**config.mk**
```make
export PLATFORM = sky130hd
export DESIGN_NAME = life_generation_row_stepper_flat
export DESIGN_NICKNAME = d
export VERILOG_FILES = /design/src/design/lgrs_pkg.sv /design/src/design/lgrs_if.sv /design/src/design/lgrs_cell.sv /design/src/design/lgrs_out_fifo.sv /design/src/design/life_generation_row_stepper.sv /design/src/flat_wrapper.sv
export VERILOG_INCLUDE_DIRS = /design/src /design/src/design
export SDC_FILE = /design/constraint.sdc
export NUM_CORES = 2
export LEC_CHECK = 0
export ABC_AREA = 1
export BUFFER_PORTS_ARGS = -buffer_cell sky130_fd_sc_hd__buf_2
export CAP_MARGIN = 40
export CELL_PAD_IN_SITES_DETAIL_PLACEMENT = 2
export CELL_PAD_IN_SITES_GLOBAL_PLACEMENT = 2
export CORE_MARGIN = 4
export CORE_UTILIZATION = 39
export DETAILED_ROUTE_END_ITERATION = 8
export PLACE_DENSITY_LB_ADDON = 0.1
export SYNTH_ARGS = -nofsm -noshare
export SYNTH_HDL_FRONTEND = slang
export SYNTH_SLANG_ARGS = --single-unit
```
**constraint.sdc**
```tcl
create_clock -name i_clk -period 6.17 [get_ports i_clk]
set_input_delay 1.5425 -clock i_clk [delete_from_list [all_inputs] [get_ports i_clk]]
set_output_delay 1.5425 -clock i_clk [all_outputs]
set_load 0.005 [all_outputs]
```
**src/design/assert_macros.svh**
```systemverilog
// assertion macros shared by the life row stepper files
`ifndef ASSERT_MACROS_SVH
`define ASSERT_MACROS_SVH

// same-cycle implication, checked out of reset
`define ASSERT_SAME(label, clk, rst_n, ante, cons) \
    label: assert property (@(posedge clk) disable iff (!(rst_n)) (ante) |-> (cons)) \
        else $error("same-cycle check failed");

// next-cycle implication, checked out of reset
`define ASSERT_NEXT(label, clk, rst_n, ante, cons) \
    label: assert property (@(posedge clk) disable iff (!(rst_n)) (ante) |=> (cons)) \
        else $error("next-cycle check failed");

`endif

```
**src/design/lgrs_pkg.sv**
```systemverilog
// package: constants, types and the life rule for the row stepper
`default_nettype none
package lgrs_pkg;

    localparam int COLS       = 64;
    localparam int CFG_W      = 7;
    localparam logic [CFG_W-1:0] COLS_RESET = CFG_W'(50);
    localparam int OQ_DEPTH   = 4;
    localparam int OQ_PTR_W   = $clog2(OQ_DEPTH);
    localparam int OQ_CNT_W   = $clog2(OQ_DEPTH + 1);

    // masked bits one cell hands to its neighbors
    typedef struct packed {
        logic above;
        logic held;
        logic cur;
    } t_lane;

    // control shared by every cell of the row
    typedef struct packed {
        logic take;
        logic last;
        logic row_held;
    } t_cell_ctl;

    typedef struct packed {
        logic [COLS-1:0] next_row;
        logic            grid_done;
    } t_result;

    // birth on three, survival on two or three
    function automatic logic life_rule(input logic alive, input logic [7:0] nb);
        logic [3:0] n;
        n = '0;
        for (int i = 0; i < 8; i++) begin
            n = n + 4'(nb[i]);
        end
        return (n == 4'd3) || (alive && (n == 4'd2));
    endfunction

endpackage
`default_nettype wire

```
**src/design/lgrs_if.sv**
```systemverilog
// handshake channels: row input, result output, width configuration
`default_nettype none
interface lgrs_row_if;
    import lgrs_pkg::*;
    logic            valid;
    logic            ready;
    logic [COLS-1:0] row_cells;
    logic            last_row;
    modport source (output valid, output row_cells, output last_row, input ready);
    modport sink   (input valid, input row_cells, input last_row, output ready);
endinterface

interface lgrs_res_if;
    import lgrs_pkg::*;
    logic            valid;
    logic            ready;
    logic [COLS-1:0] next_row;
    logic            grid_done;
    modport source (output valid, output next_row, output grid_done, input ready);
    modport sink   (input valid, input next_row, input grid_done, output ready);
endinterface

interface lgrs_cfg_if;
    import lgrs_pkg::*;
    logic             valid;
    logic             ready;
    logic [CFG_W-1:0] cols_in_use;
    modport source (output valid, output cols_in_use, input ready);
    modport sink   (input valid, input cols_in_use, output ready);
endinterface
`default_nettype wire

```
**src/design/lgrs_cell.sv**
```systemverilog
// one column cell: holds the above and held bits, computes both candidate results
`default_nettype none
module lgrs_cell (
    input  wire logic              i_clk,
    input  wire logic              i_rst_n,
    input  wire lgrs_pkg::t_cell_ctl i_ctl,
    input  wire logic              i_mask,
    input  wire logic              i_cur,
    input  wire lgrs_pkg::t_lane   i_left,
    input  wire lgrs_pkg::t_lane   i_right,
    output lgrs_pkg::t_lane        o_lane,
    output logic                   o_gen_mid,
    output logic                   o_gen_last
);
    import lgrs_pkg::*;

    logic r_above, n_above;
    logic r_held,  n_held;
    logic up_l, up_s, up_r;

    assign o_lane.above = r_above & i_mask;
    assign o_lane.held  = r_held  & i_mask;
    assign o_lane.cur   = i_cur   & i_mask;

    // held row with the new row below it
    assign o_gen_mid = i_mask & life_rule(o_lane.held,
        {i_left.above, o_lane.above, i_right.above,
         i_left.held, i_right.held,
         i_left.cur, o_lane.cur, i_right.cur});

    // final row with a dead row below; its upper row is whatever is above it after the shift
    assign up_l = i_ctl.row_held ? i_left.held  : i_left.above;
    assign up_s = i_ctl.row_held ? o_lane.held  : o_lane.above;
    assign up_r = i_ctl.row_held ? i_right.held : i_right.above;
    assign o_gen_last = i_mask & life_rule(o_lane.cur,
        {up_l, up_s, up_r, i_left.cur, i_right.cur, 3'b000});

    always_comb begin
        n_above = r_above;
        n_held  = r_held;
        if (i_ctl.take) begin
            if (i_ctl.last) begin
                n_above = 1'b0;
                n_held  = 1'b0;
            end else begin
                if (i_ctl.row_held) begin
                    n_above = r_held;
                end
                n_held = i_cur;
            end
        end
    end

    always_ff @(posedge i_clk) begin
        if (!i_rst_n) begin
            r_above <= 1'b0;
            r_held  <= 1'b0;
        end else begin
            r_above <= n_above;
            r_held  <= n_held;
        end
    end

endmodule
`default_nettype wire

```
**src/design/lgrs_out_fifo.sv**
```systemverilog
// result queue: takes up to two beats per cycle, delivers one
`default_nettype none
`include "assert_macros.svh"
module lgrs_out_fifo (
    input  wire logic              i_clk,
    input  wire logic              i_rst_n,
    input  wire logic [1:0]        i_push_n,
    input  wire lgrs_pkg::t_result i_push0,
    input  wire lgrs_pkg::t_result i_push1,
    output logic                   o_room2,
    output logic                   o_valid,
    output lgrs_pkg::t_result      o_data,
    input  wire logic              i_pop
);
    import lgrs_pkg::*;

    t_result              r_mem [OQ_DEPTH];
    logic [OQ_PTR_W-1:0]  r_wptr, n_wptr;
    logic [OQ_PTR_W-1:0]  r_rptr, n_rptr;
    logic [OQ_CNT_W-1:0]  r_count, n_count;
    logic                 pop_ok;

    assign o_valid = (r_count != '0);
    assign o_data  = r_mem[r_rptr];
    assign o_room2 = (r_count <= OQ_CNT_W'(OQ_DEPTH - 2));
    assign pop_ok  = i_pop && o_valid;

    always_comb begin
        n_wptr  = r_wptr + OQ_PTR_W'(i_push_n);
        n_rptr  = r_rptr + OQ_PTR_W'(pop_ok);
        n_count = r_count + OQ_CNT_W'(i_push_n) - OQ_CNT_W'(pop_ok);
    end

    always_ff @(posedge i_clk) begin
        if (i_push_n != 2'd0) begin
            r_mem[r_wptr] <= i_push0;
        end
        if (i_push_n == 2'd2) begin
            r_mem[r_wptr + OQ_PTR_W'(1)] <= i_push1;
        end
    end

    always_ff @(posedge i_clk) begin
        if (!i_rst_n) begin
            r_wptr  <= '0;
            r_rptr  <= '0;
            r_count <= '0;
        end else begin
            r_wptr  <= n_wptr;
            r_rptr  <= n_rptr;
            r_count <= n_count;
        end
    end

    `ASSERT_SAME(a_count_bound, i_clk, i_rst_n, 1'b1, r_count <= OQ_CNT_W'(OQ_DEPTH))
    `ASSERT_SAME(a_push_has_room, i_clk, i_rst_n, i_push_n != 2'd0, o_room2)
    `ASSERT_SAME(a_push_n_legal, i_clk, i_rst_n, 1'b1, i_push_n != 2'd3)

endmodule
`default_nettype wire

```
**src/design/life_generation_row_stepper.sv**
```systemverilog
// Row stepper for one generation of Life (B3/S23) over a grid with a dead border.
// One row is taken per clock whenever the four-beat result queue has room for two
// beats; each row is handled by a chain of 64 column cells, each holding its column
// of the row above and the held row and trading masked bits with both neighbors,
// so the held row's result is formed as its lower neighbor arrives and is queued.
// The final row of a grid yields two beats in the same cycle, so the output side
// sets the sustained rate: one beat per cycle while the sink is ready, N beats per
// grid of N rows. Columns at or above cols_in_use are dead and read as zero.
`default_nettype none
`include "assert_macros.svh"
module life_generation_row_stepper (
    input  wire logic   i_clk,
    input  wire logic   i_rst_n,
    lgrs_row_if.sink    i_row,
    lgrs_cfg_if.sink    i_cfg,
    lgrs_res_if.source  o_res
);
    import lgrs_pkg::*;

    logic [CFG_W-1:0] r_cols_in_use;
    logic             r_row_held, n_row_held;
    logic             take;
    logic             room2;
    t_cell_ctl        ctl;
    t_lane            lanes [COLS];
    logic [COLS-1:0]  lane_mask;
    logic [COLS-1:0]  gen_mid;
    logic [COLS-1:0]  gen_last;
    logic [1:0]       push_n;
    t_result          push0, push1, head;

    assign i_cfg.ready = 1'b1;
    assign i_row.ready = room2;
    assign take        = i_row.valid && room2;

    assign ctl.take     = take;
    assign ctl.last     = i_row.last_row;
    assign ctl.row_held = r_row_held;

    for (genvar c = 0; c < COLS; c++) begin : g_cell
        t_lane left_nb, right_nb;
        assign lane_mask[c] = CFG_W'(c) < r_cols_in_use;
        if (c == 0) begin : g_l
            assign left_nb = '0;
        end else begin : g_l
            assign left_nb = lanes[c-1];
        end
        if (c == COLS - 1) begin : g_r
            assign right_nb = '0;
        end else begin : g_r
            assign right_nb = lanes[c+1];
        end
        lgrs_cell u_cell (
            .i_clk      (i_clk),
            .i_rst_n    (i_rst_n),
            .i_ctl      (ctl),
            .i_mask     (lane_mask[c]),
            .i_cur      (i_row.row_cells[c]),
            .i_left     (left_nb),
            .i_right    (right_nb),
            .o_lane     (lanes[c]),
            .o_gen_mid  (gen_mid[c]),
            .o_gen_last (gen_last[c])
        );
    end

    // held row goes out first, then the final row when flagged
    always_comb begin
        push_n          = 2'd0;
        push1.next_row  = gen_last;
        push1.grid_done = 1'b1;
        if (r_row_held) begin
            push0.next_row  = gen_mid;
            push0.grid_done = 1'b0;
        end else begin
            push0 = push1;
        end
        if (take) begin
            push_n = 2'(r_row_held) + 2'(i_row.last_row);
        end
    end

    always_comb begin
        n_row_held = r_row_held;
        if (take) begin
            n_row_held = !i_row.last_row;
        end
    end

    always_ff @(posedge i_clk) begin
        if (!i_rst_n) begin
            r_row_held    <= 1'b0;
            r_cols_in_use <= COLS_RESET;
        end else begin
            r_row_held <= n_row_held;
            if (i_cfg.valid) begin
                r_cols_in_use <= i_cfg.cols_in_use;
            end
        end
    end

    lgrs_out_fifo u_out_fifo (
        .i_clk    (i_clk),
        .i_rst_n  (i_rst_n),
        .i_push_n (push_n),
        .i_push0  (push0),
        .i_push1  (push1),
        .o_room2  (room2),
        .o_valid  (o_res.valid),
        .o_data   (head),
        .i_pop    (o_res.ready)
    );

    assign o_res.next_row  = head.next_row;
    assign o_res.grid_done = head.grid_done;

    `ASSERT_NEXT(a_last_clears, i_clk, i_rst_n, take && i_row.last_row, !r_row_held)
    `ASSERT_NEXT(a_row_kept, i_clk, i_rst_n, take && !i_row.last_row, r_row_held)
    `ASSERT_SAME(a_no_push_idle, i_clk, i_rst_n, !take, push_n == 2'd0)

endmodule
`default_nettype wire
```
**src/flat_wrapper.sv**
```systemverilog
// flat-port wrapper written by rule: the top's interface ports become plain ports
module life_generation_row_stepper_flat import lgrs_pkg::*;
  (i_clk, i_rst_n, i_row_valid, i_row_row_cells, i_row_last_row, i_row_ready, i_cfg_valid, i_cfg_cols_in_use, i_cfg_ready, o_res_valid, o_res_next_row, o_res_grid_done, o_res_ready);
  lgrs_row_if i_row_i ();
  lgrs_cfg_if i_cfg_i ();
  lgrs_res_if o_res_i ();
  input  wire logic i_clk;
  input  wire logic i_rst_n;
  input wire logic [$bits(i_row_i.valid)-1:0] i_row_valid;
  input wire logic [$bits(i_row_i.row_cells)-1:0] i_row_row_cells;
  input wire logic [$bits(i_row_i.last_row)-1:0] i_row_last_row;
  output wire logic [$bits(i_row_i.ready)-1:0] i_row_ready;
  input wire logic [$bits(i_cfg_i.valid)-1:0] i_cfg_valid;
  input wire logic [$bits(i_cfg_i.cols_in_use)-1:0] i_cfg_cols_in_use;
  output wire logic [$bits(i_cfg_i.ready)-1:0] i_cfg_ready;
  output wire logic [$bits(o_res_i.valid)-1:0] o_res_valid;
  output wire logic [$bits(o_res_i.next_row)-1:0] o_res_next_row;
  output wire logic [$bits(o_res_i.grid_done)-1:0] o_res_grid_done;
  input wire logic [$bits(o_res_i.ready)-1:0] o_res_ready;
  assign i_row_i.valid = i_row_valid;
  assign i_row_i.row_cells = i_row_row_cells;
  assign i_row_i.last_row = i_row_last_row;
  assign i_row_ready = i_row_i.ready;
  assign i_cfg_i.valid = i_cfg_valid;
  assign i_cfg_i.cols_in_use = i_cfg_cols_in_use;
  assign i_cfg_ready = i_cfg_i.ready;
  assign o_res_valid = o_res_i.valid;
  assign o_res_next_row = o_res_i.next_row;
  assign o_res_grid_done = o_res_i.grid_done;
  assign o_res_i.ready = o_res_ready;
  life_generation_row_stepper u_core (.i_clk(i_clk), .i_rst_n(i_rst_n), .i_row(i_row_i), .i_cfg(i_cfg_i), .o_res(o_res_i));
endmodule
```
==> qor.yml <==
run_status:
  run_status: "completed"
die:
  floorplan.die_area_sq_um: 100300
  fp.dieW_microns: 316.7
  ios: 145
  core_area_sq_um: 93890
  rows: 112
  die_h_microns: 316.7
  initial_utilization_pct: 39.58
timing:
  setup_viol: 0
  holdWs_ns: 0.4660
  timing_hold_violations_final: 0
  min_period_over_period_pct: 93.29
  rsz_0062_raised_after_global_routing: "false"
  slew_viol_final: 0
  timing.final.crit_period_ns: 5.756
  finalClockSkew_ns: 0.02475
  maxSlewHeadroom_pct: 36.91
  fmaxAchievable_mhz: 173.7
  worst-slew-pin-transition_ns: 0.9365
  timing.setup.tns_ns: 0
clock_network:
  postCtsSetupRepairBufs: 0
  worst_skew_pair.late_latency_ns: 0.66
  clock_sinks: 403
  cts.reportedPaths.clkPinSlew_ns: 0.06
  number_of_clock_buffers_inserted_by_tritoncts: 53
  max-clock-path-buffers: 3
  root_driver: "clkbuf_16"
  cts_tree: "built"
  cells_resized_by_post_cts_repair: 0
  ctsHtreeMaxLevel: 2
  hold_buffers: 0
logic_synthesis:
  synthTopCellsByArea: "edfxtp_1 21%, fa_1 20%, nand2_1 16%"
  synth_seq_area_share_pct: 28.61
  synth_area_sq_um: 37160
  post_synth.cell_area_avg_sq_um: 7.780
  synth_top_cell_area_share_pct: 20.69
  synth_edf_count: 256
  synthDistinctLibCells: 46
  synth-warning-count: 0
  ys_async_sr_fraction_pct: 0
  synth_flop_cell: "edfxtp_1"
  post-synth-top-area-cell: "edfxtp_1"
  synth_nets: 5489
  number_of_instances_in_the_synthesized_netlist: 4776
  synth_seq_cells: 403
layout:
  layout_commonest_cell: "nand2_1"
  final-instance-count-excl-fill: 6183
  finish.instance_area_sq_um: 41440
  post_route_cells_drive_above_1_share_pct: 7.635
  layout.nets: 5593
  area_delta_synth_final_pct: 11.52
  layout.core_utilization_pct: 44.14
  most-common-layout-cells: "1593 x nand2_1, 764 x inv_1, 379 x fa_1"
grt:
  antenna_found_initial: 20
  first_pass_grt_wire_length_microns: 232100
  via_count_of_the_first_global_routing_pass: 37849
  globalRoute.busiestLayer: "met2"
  global_route_congestion_overflow_total: 0
  groute.layer.met1.usage_pct: 40.70
  grt_start_max_net_pins: 90
  global_route.usage.total_pct: 30.65
  globalRouteMet2Util_pct: 53.14
  use_met3_pct: 4.340
detailed_routing:
  viasPerCell: 5.476
  totalWireLength_microns: 153200
  drtPass1Iterations: 5
  drt_drc_violations_left: 0
  drtAntennaViolNets: 0
  wl_per_cell_microns: 24.78
  drtIter0Drc: 2170
  via_count: 33858
place:
  detailed_place_hpwl_microns: 112600
  post-place-cells: 6077
  globalplace.congestion: 0.8475
  placement.cell_area_sq_um: 39630
  placement.io_buffers: 143
power:
  power_density_nw_per_um2: 262.1
  worst_ir_drop_vdd_mv: 0.2286
  total_leakage_power_nw: 21.08
worst_hold_path:
  timing.hold.worst_path_depth: 2
  hold_path_class: "flip-flop to flip-flop"
setup_path:
  r2r_cells: 17
  critical_path_class: "flip-flop to flip-flop"
  timing.critical_path.required_ns: 6.67
  setup.worst_path.end_class: "flip-flop"
  crit_fanout: 11
  timing.critical_path.from_type: "flip-flop"
  worstPathArrival_ns: 6.26
flow_run:
  max_cap_violations: 0
sequential cells by signal, summed over array words and instances, names as in the netlist:
| name | count |
|---|---|
| u_core.g_cell.u_cell.r_above | 64 |
| u_core.g_cell.u_cell.r_held | 64 |
| u_core.r_cols_in_use | 7 |
| u_core.r_row_held | 1 |
| u_core.u_out_fifo.r_count | 3 |
| u_core.u_out_fifo.r_mem | 260 |
| u_core.u_out_fifo.r_rptr | 2 |
| u_core.u_out_fifo.r_wptr | 2 |
kinds of logic after synthesis:
logic type,count (synthesis),synth area share [%]
AO/OA/AOI/OAI,571,8.643
other,1,0.01009
flip-flops,403,28.61
AND/OR/NAND/NOR,2194,23.53
adder cells (fa/ha/maj),636,29.07
XOR/XNOR,4,0.09430
buffers and inverters,967,10.04
per-layer routing:
metal | up-vias | part of all wire, %
li1 | 15186 | -
met1 | 17629 | 44
met2 | 821 | 48
met3 | 214 | 5.5
met4 | 8 | 2.3
met5 | - | 0.032
critical path: stages, from the launching register on:
cell and delay (ns):
dfxtp_1 0.62, nand2_1 0.41, nand2_1 0.56, nand2_1 0.31, nor2_1 0.57, fa_1 0.56, fa_1 0.51, inv_1 0.06
fa_1 0.48, inv_1 0.05, ha_1 0.21, fa_1 0.48, nand2_1 0.07, nor2_1 0.19, nand3_1 0.14, nand2_1 0.16
nand2_1 0.10, nand2_1 0.10
final timing paths:
path	start	to	slack (ns)
max	u_core.r_cols_in_use[3]	u_core.u_out_fifo.r_mem[3][30]	0.41
min	u_core.g_cell[36].u_cell.r_above	u_core.g_cell[36].u_cell.r_above	0.47
max reg2reg	u_core.r_cols_in_use[3]	u_core.u_out_fifo.r_mem[3][30]	0.41
min reg2reg	u_core.g_cell[36].u_cell.r_above	u_core.g_cell[36].u_cell.r_above	0.47
stage by stage:
| step | setup slack [ns] | total power, mW |
|---|---|---|
| floorplan | 1.047 | 5.606 |
| finish | 0.4139 | 10.86 |
| detailed placement | 0.6637 | 7.560 |
| global route | 0.2157 | 11.51 |
| CTS | 0.4673 | 10.93 |
| global placement | 0.3329 | 7.302 |
report_power, final:
part | internal [mW] | leakage (nW) | switching, mW
registers | 3.03 | 3.98 | 0.151
logic | 1.34 | 16.2 | 3.04
clock network | 1.91 | 0.867 | 1.40
synthesized netlist by cell type, types with 2 or more instances:
master,count
a211oi_1,5
nand3b_1,37
inv_2,12
a21oi_1,184
buf_1,14
xnor2_1,2
o2111ai_1,19
xor2_1,2
o211a_1,2
nand2_2,3
buf_2,64
edfxtp_1,256
nand2_1,1597
nand3_1,173
o21ai_0,196
o21ai_1,28
a31oi_1,3
nor2_1,336
inv_1,768
nor2_2,22
o22ai_1,70
clkbuf_1,102
ha_1,257
a21boi_0,3
dfxtp_1,147
nand4_1,6
o211ai_1,54
buf_4,6
fa_1,379
nor3b_1,7
and2_1,7
cell type report:
class                   count  area (sq um)
well taps                1254          1569
clock buffers              72          1500
flip-flops and latches    403         10640
multi-input cells        3406         22860
clock inverters            28         290.3
inverters                 781          2940
fillers                 10895         52450
diodes                      4         10.01
repair buffers            235          1635
No activity file was read; power rests on OpenSTA's default activity.
